File: src/hdl/bcsc_pkg.sv
// Shared types, codes and BCD helpers for the clock alarm-setting controller.
package bcsc_pkg;

  // Request codes carried by req_type.
  typedef enum logic [2:0] {
    REQ_MODE   = 3'd0,
    REQ_SELECT = 3'd1,
    REQ_ADD    = 3'd2,
    REQ_OK     = 3'd3,
    REQ_TICK   = 3'd4
  } req_t;

  // Operating modes.
  typedef enum logic [1:0] {
    MODE_RUN       = 2'd0,
    MODE_SET_TIME  = 2'd1,
    MODE_SET_ALARM = 2'd2
  } mode_t;

  // Byte slots of the packed time word.
  localparam logic [2:0] SLOT_SEC   = 3'd0;
  localparam logic [2:0] SLOT_MIN   = 3'd1;
  localparam logic [2:0] SLOT_HOUR  = 3'd2;
  localparam logic [2:0] SLOT_DAY   = 3'd3;
  localparam logic [2:0] SLOT_MONTH = 3'd4;
  localparam logic [2:0] SLOT_WEEK  = 3'd5;
  localparam logic [2:0] SLOT_YEAR  = 3'd6;
  localparam int unsigned NUM_SLOTS = 7;

  // Alarm-mode cursor positions.
  localparam logic [2:0] ACUR_MINUTE = 3'd0;
  localparam logic [2:0] ACUR_HOUR   = 3'd1;
  localparam logic [2:0] ACUR_ENABLE = 3'd2;
  localparam logic [2:0] ACUR_RESET  = 3'd3;

  // Last cursor position before the select key wraps.
  localparam logic [2:0] CURSOR_LAST = 3'd6;

  // Wrap threshold and restart value per byte slot (sec, min, hour, day, month, week, year).
  localparam logic [6:0][7:0] SLOT_LIMIT = {8'h99, 8'h08, 8'h13, 8'h32, 8'h24, 8'h60, 8'h60};
  localparam logic [6:0][7:0] SLOT_START = {8'h00, 8'h01, 8'h01, 8'h01, 8'h00, 8'h00, 8'h00};

  localparam logic [7:0] MIN_LIMIT  = 8'h60;
  localparam logic [7:0] HOUR_LIMIT = 8'h24;

  // Architectural state of the controller.
  typedef struct packed {
    mode_t            mode;
    logic [2:0]       cursor;
    logic [6:0][7:0]  fields;
    logic [7:0]       alarm_min;
    logic [7:0]       alarm_hour;
    logic             alarm_on;
    logic             set_ok;
    logic             add_pending;
    logic             first_tick;
  } state_t;

  localparam state_t STATE_RESET = '{
    mode:        MODE_RUN,
    cursor:      3'd0,
    fields:      '0,
    alarm_min:   8'h00,
    alarm_hour:  8'h00,
    alarm_on:    1'b0,
    set_ok:      1'b0,
    add_pending: 1'b0,
    first_tick:  1'b1
  };

  // Per-item flags that are not part of the state.
  typedef struct packed {
    logic ring;
    logic save;
    logic beep;
  } flags_t;

  // BCD increment with a wrap to a restart value at a limit.
  function automatic logic [7:0] bcd_step(input logic [7:0] v, input logic [7:0] limit,
                                          input logic [7:0] restart);
    logic [7:0] r;
    r = v + 8'd1;
    if (r[3:0] > 4'd9) r = r + 8'd6;
    if (r >= limit) r = restart;
    return r;
  endfunction

  // Time-mode cursor order is sec, min, hour, week, day, month, year.
  function automatic logic [2:0] cursor_slot(input logic [2:0] cur);
    logic [2:0] s;
    case (cur)
      3'd0:    s = SLOT_SEC;
      3'd1:    s = SLOT_MIN;
      3'd2:    s = SLOT_HOUR;
      3'd3:    s = SLOT_WEEK;
      3'd4:    s = SLOT_DAY;
      3'd5:    s = SLOT_MONTH;
      3'd6:    s = SLOT_YEAR;
      default: s = 3'd7;
    endcase
    return s;
  endfunction

endpackage

File: src/hdl/bcd_clock_alarm_set_controller.sv
// Top level of the BCD clock alarm-setting controller.
// An accepted item waits in the input register until the result register can take it, and the result is registered.
// Throughput: one item per cycle while out_ready stays high; the state update is a single pass of logic in bcsc_core.
// The input stage frees whenever the result register is empty or being taken.
// Reset (rst, synchronous) empties both stages and returns mode, cursor, time, alarm and flags
// to their initial values, with the first-tick alarm capture armed.
module bcd_clock_alarm_set_controller (
  input  logic        clk,
  input  logic        rst,
  input  logic        in_valid,
  output logic        in_ready,
  input  logic [2:0]  req_type,
  input  logic [55:0] rtc_time,
  output logic        out_valid,
  input  logic        out_ready,
  output logic [1:0]  mode_now,
  output logic [2:0]  field_cursor,
  output logic [55:0] time_bcd,
  output logic [7:0]  alarm_minute,
  output logic [7:0]  alarm_hour,
  output logic        alarm_enabled,
  output logic        alarm_ring,
  output logic        save_time,
  output logic        beep
);
  import bcsc_pkg::*;

  logic        s1_valid;
  logic [2:0]  s1_req;
  logic [55:0] s1_rtc;
  logic        advance;
  state_t      state;
  state_t      state_next;
  flags_t      flags;

  // An item moves on when the result register can take it.
  assign advance  = s1_valid && (!out_valid || out_ready);
  assign in_ready = !s1_valid || advance;

  // Input register.
  always_ff @(posedge clk) begin
    if (rst) begin
      s1_valid <= 1'b0;
    end else if (in_ready) begin
      s1_valid <= in_valid;
    end
    if (in_valid && in_ready) begin
      s1_req <= req_type;
      s1_rtc <= rtc_time;
    end
  end

  bcsc_core u_core (
    .cur   (state),
    .req   (req_t'(s1_req)),
    .rtc   (s1_rtc),
    .nxt   (state_next),
    .flags (flags)
  );

  // Controller state.
  always_ff @(posedge clk) begin
    if (rst) begin
      state <= STATE_RESET;
    end else if (advance) begin
      state <= state_next;
    end
  end

  // Result register.
  always_ff @(posedge clk) begin
    if (rst) begin
      out_valid <= 1'b0;
    end else if (advance) begin
      out_valid <= 1'b1;
    end else if (out_ready) begin
      out_valid <= 1'b0;
    end
    if (advance) begin
      mode_now      <= state_next.mode;
      field_cursor  <= state_next.cursor;
      time_bcd      <= state_next.fields;
      alarm_minute  <= state_next.alarm_min;
      alarm_hour    <= state_next.alarm_hour;
      alarm_enabled <= state_next.alarm_on;
      alarm_ring    <= flags.ring;
      save_time     <= flags.save;
      beep          <= flags.beep;
    end
  end

endmodule

File: src/hdl/bcsc_core.sv
// Next-state and result logic for one item of the clock alarm-setting controller.
module bcsc_core (
  input  bcsc_pkg::state_t cur,
  input  bcsc_pkg::req_t   req,
  input  logic [55:0]      rtc,
  output bcsc_pkg::state_t nxt,
  output bcsc_pkg::flags_t flags
);
  import bcsc_pkg::*;

  state_t     ev;
  logic [2:0] slot;
  logic       ring;
  logic       save;
  logic       beep;

  // Apply the event itself.
  always_comb begin
    ev = cur;
    save = 1'b0;
    beep = 1'b0;
    case (req)
      REQ_MODE: begin
        case (cur.mode)
          MODE_RUN:      ev.mode = MODE_SET_TIME;
          MODE_SET_TIME: ev.mode = MODE_SET_ALARM;
          default:       ev.mode = MODE_SET_TIME;
        endcase
        ev.set_ok = 1'b0;
        ev.cursor = 3'd0;
        beep      = 1'b1;
      end
      REQ_SELECT: begin
        ev.cursor = (cur.cursor >= CURSOR_LAST) ? 3'd0 : cur.cursor + 3'd1;
        beep      = 1'b1;
      end
      REQ_ADD: begin
        ev.add_pending = 1'b1;
        beep           = 1'b1;
      end
      REQ_OK: begin
        ev.set_ok = 1'b1;
        ev.cursor = 3'd0;
        ev.mode   = MODE_RUN;
        save      = 1'b1;
        beep      = 1'b1;
      end
      REQ_TICK: begin
        // The first tick latches the held hour and minute as the alarm.
        if (cur.first_tick) begin
          ev.first_tick = 1'b0;
          ev.alarm_min  = cur.fields[SLOT_MIN];
          ev.alarm_hour = cur.fields[SLOT_HOUR];
        end
        if (cur.mode == MODE_RUN) ev.fields = rtc;
      end
      default: ;
    endcase
  end

  assign slot = cursor_slot(ev.cursor);

  // Apply a pending add in the setting modes; in run mode it stays pending.
  always_comb begin
    nxt = ev;
    if (ev.add_pending) begin
      case (ev.mode)
        MODE_SET_TIME: begin
          nxt.add_pending = 1'b0;
          for (int i = 0; i < NUM_SLOTS; i++) begin
            if (slot == i[2:0])
              nxt.fields[i] = bcd_step(ev.fields[i], SLOT_LIMIT[i], SLOT_START[i]);
          end
        end
        MODE_SET_ALARM: begin
          nxt.add_pending = 1'b0;
          case (ev.cursor)
            ACUR_MINUTE: nxt.alarm_min  = bcd_step(ev.alarm_min, MIN_LIMIT, 8'h00);
            ACUR_HOUR:   nxt.alarm_hour = bcd_step(ev.alarm_hour, HOUR_LIMIT, 8'h00);
            ACUR_ENABLE: nxt.alarm_on   = ~ev.alarm_on;
            ACUR_RESET:  nxt.cursor     = 3'd0;
            default:     ;
          endcase
        end
        default: ;
      endcase
    end
  end

  // The alarm rings while enabled, set ok, and the held time matches.
  assign ring = nxt.alarm_on && nxt.set_ok &&
                (nxt.alarm_hour == nxt.fields[SLOT_HOUR]) &&
                (nxt.alarm_min == nxt.fields[SLOT_MIN]);

  assign flags = '{ring: ring, save: save, beep: beep};

endmodule
File: config.mk
export PLATFORM = sky130hd
export DESIGN_NAME = bcd_clock_alarm_set_controller
export DESIGN_NICKNAME = d
export VERILOG_FILES = /design/src/hdl/bcsc_pkg.sv /design/src/hdl/bcd_clock_alarm_set_controller.sv /design/src/hdl/bcsc_core.sv
export SDC_FILE = /design/constraint.sdc
export NUM_CORES = 1
export LEC_CHECK = 0
export BUFFER_PORTS_ARGS = -buffer_cell sky130_fd_sc_hd__buf_4
export CORE_MARGIN = 4
export CORE_UTILIZATION = 56
export CTS_BUF_LIST = sky130_fd_sc_hd__clkbuf_2 sky130_fd_sc_hd__clkbuf_4 sky130_fd_sc_hd__clkbuf_8
export DETAILED_ROUTE_END_ITERATION = 8
export MAX_ROUTING_LAYER = met4
export PLACE_DENSITY = 0.87
export SYNTH_ARGS = -nofsm -noshare
export SYNTH_HDL_FRONTEND = slang
export SYNTH_HIERARCHICAL = 1
export SYNTH_SLANG_ARGS = --single-unit
File: constraint.sdc
create_clock -name clk -period 5.85 [get_ports clk]
set_input_delay 0.2925 -clock clk [delete_from_list [all_inputs] [get_ports clk]]
set_output_delay 0.2925 -clock clk [all_outputs]
set_load 0.05 [all_outputs]
==> impl_metrics.csv <==
group,metric,value,unit
synth,synth_cells,1444,
placement,hpwlAfterDp,24800,um
synth,synth.avg_cell_area,9.95,um^2
setup_path,list_of_cells_traversed_by_the_critical_path,"nand4bb_2 > mux2i_1 > inv_1 > ha_1 > inv_1 > xnor2_1 > ha_1 > a311oi_1 > nand4_1 > and3_2 > nor4_1 > a22o_1 > xor2_1 > or4_1 > nor4_2",
clock_tree,clk-insertion-delay-late,0.54,ns
synth,synth_top_area_share,29.3,%
sta,finalSetupViolCount,0,
clock_tree,numCtsBuffers,39,
sta,post_layout_min_period,5.13,ns
die,initial_standard_cell_utilization_of_the_core,57.1,%
clock_tree,max-clock-path-buffers,3,
layout,diode_insertion_count_for_antenna_repair,0,
die,die_span_in_x,168,um
layout,finish.net_count,1720,
setup_path,arrival,5.48,ns
global_route,global_route.usage.total,25.9,%
routing,first_pass_iters,8,
clock_tree,cts-htree-levels,2,
synth,ys_top_cells_by_area,"edfxtp_1 (29%), dfxtp_1 (12%), mux2i_1 (11%), nand2b_1 (7.5%), xnor2_1 (3.9%)",
global_route,via_count_of_the_first_global_routing_pass,11677,
clock_tree,cts_tree,"done",
sta,worst_pin_slew,1.03,ns
power,power.density_cell_area,231,nW/um^2
synth,most_frequently_used_cell_type_in_the_post_synthesis_netlist,"nand2b_1",
global_route,antenna_found_initial,0,
job,cap_viol_max_count,0,
setup_path,timing.critical_path.fanout_max,13,
routing,wire_per_inst,18.8,um
routing,detailed_route_iter0_violations,927,
global_route,grt_max_degree,163,
sta,rsz0062_at_grt,"no",
sta,worst_slew_margin_rel,31.2,%
setup_path,worst-setup-path-type,"flip-flop to flip-flop",
die,dieArea,28300,um^2
synth,synth.cells.most_frequent,"nand2b_1 (173), mux2i_1 (151), edfxtp_1 (140), nand2_1 (87), dfxtp_1 (83)",
synth,mappedNetlistNets,1537,
placement,gpl.final_weighted_congestion,0.963,
layout,final_layout_size_suffix_gt1_share,17.5,%
synth,sequential_element_share_of_the_synthesized_area,40.8,%
sta,timing.hold.ws,0.0455,ns
clock_tree,postCtsSetupBuffers,0,
setup_path,cp_slowest_cell,"edfxtp_1",
synth,synth_enable_flop_cells,140,
layout,syn2layout_area_growth,18.4,%
synth,syn-cell-area,14400,um^2
routing,route.final.wire_length,37300,um
sta,clock.fmax,0.195,GHz
clock_tree,clock_tree.root_cell,"clkbuf_8",
synth,postSynth.asyncResetShare,0,%
placement,numPortBuffers,145,
die,dieHeight,168,um
sta,final.setup_skew,0.0230,ns
synth,ys.flop_type,"edfxtp_1",
routing,route.vias.total,11844,
clock_tree,clk_transition_reported_paths,0.07,ns
routing,drt_drc_violations_left,0,
synth,synth.distinct_cells,101,
die,number_of_rows_created_at_floorplan,58,
worst_hold_path,min-delay-path-class,"input port to flip-flop",
synth,synth-seq-cells,223,
synth,synth.yosys.warnings,6,
global_route,global_route_wire_length_before_repair,58800,um
outcome,status,"finished clean",
power,total_leakage_power,6.59,nW
global_route,globalRoute.totalOverflow,0,
sta,post-route-period-util,87.6,%
die,num_io_pins,146,
routing,vias_per_cell,5.96,
setup_path,worstSetupStartpointType,"flip-flop",
routing,postRouteAntennaNets,0,
power,totalPowerFinal,3.92,mW
sta,slew_violations,0,
die,core-area,25200,um^2
clock_tree,clkSinkCount,223,
setup_path,endpoint_kind,"flip-flop",
setup_path,worst_path_largest_cell_delay,0.56,ns
power,vdd_drop_max,257,uV
synth,yosysTopAreaCell,"edfxtp_1",
sta,finalSetupTns,0,ns
sta,timing.final.hold_violations,0,
setup_path,required,6.21,ns
through the flow:
stage	std cells	utilization (%)	worst slack, ns	cell area [um^2]
6_report	1987	67.5	0.725	17000
5_1_grt	1987	67.5	0.437	17000
4_1_cts	1987	67.5	0.790	17000
3_5_place_dp	1857	61.6	0.809	15500
3_3_place_gp	1857	61.6	1.03	15500
2_1_floorplan	1444	-	0.185	14400
metal layers:
| metal | wire (um) | global-route usage [%] | vias up |
|---|---|---|---|
| li1 | - | - | 5581 |
| met4 | 1200 | 9.07 | 0 |
| met1 | 15600 | 32.4 | 5671 |
| met5 | 0 | - | - |
| met3 | 2420 | 3.97 | 111 |
| met2 | 18100 | 42.9 | 481 |
where the power goes:
| part | leakage [nW] | switching, mW | internal (mW) |
|---|---|---|---|
| sequential | 2.04 | 0.0376 | 1.73 |
| clock | 0.471 | 0.679 | 0.980 |
| combinational | 4.08 | 0.294 | 0.198 |
state kept, by name, summed over array words and instances (netlist names):
signal	flops
beep	1
s1_valid	1
alarm_hour	8
s1_rtc	56
alarm_minute	8
out_valid	1
mode_now	2
alarm_ring	1
state	81
s1_req	3
save_time	1
time_bcd	56
alarm_enabled	1
field_cursor	3
final timing paths:
kind                          start                endpoint  slack [ns]  depth (start not counted)
max             s1_req[1]$_DFFE_PP_    alarm_ring$_DFFE_PP_        0.72                         15
min                        in_valid   s1_valid$_SDFFE_PP0P_        0.05                          3
max reg2reg     s1_req[1]$_DFFE_PP_    alarm_ring$_DFFE_PP_        0.72                         15
min reg2reg  state[71]$_SDFFE_PP0P_  state[71]$_SDFFE_PP0P_        0.47                          2
layout by cell type, fill, tap and decap left out, types with 57 or more instances in the layout:
cell,Yosys,layout
mux2i_1,151,151
xnor2_1,64,64
nand2b_1,173,173
nand2_1,87,87
dfxtp_1,83,83
edfxtp_1,140,140
buf_4,7,158
nor2_1,80,80
inv_1,57,57
dlygate4sd3_1,0,59
repair_timing:
| item | 4_1_cts | 5_1_grt |
|---|---|---|
| hold buffers | 59 | 0 |
| hold endpoints to repair | 59 | 0 |
| resized for setup | 0 | 0 |
worst max-delay path: cells and delay by family, from the launching register on:
kind                     cells  cell delay (ns)
XOR/XNOR                     2             0.17
AND/OR/NAND/NOR              6             2.25
multiplexers                 1             0.38
AO/OA/AOI/OAI                2             0.75
adder cells (fa/ha/maj)      2             0.54
flip-flops                   1             0.56
buffers and inverters        2             0.28
cells by family (layout without fill, tap and decap cells):
group           Yosys count  after routing  share of synthesized area, %
buf+inv                 133            346                          5.02
mux                     165            165                          11.8
compound gates          257            257                          12.7
fa+ha+maj                30             30                          2.61
flops                   223            223                          40.8
xor+xnor                100            100                          6.15
simple gates            536            536                          20.9
final cells by class:
| cell class | instances | area [um^2] |
|---|---|---|
| fillers | 1871 | 8180 |
| multi-input cells | 1088 | 7800 |
| flip-flops and latches | 223 | 5870 |
| repair buffers | 218 | 1800 |
| clock buffers | 55 | 719 |
| well taps | 330 | 413 |
| inverters | 57 | 214 |
| clock inverters | 16 | 194 |
No activity file was read; power rests on OpenSTA's default activity.
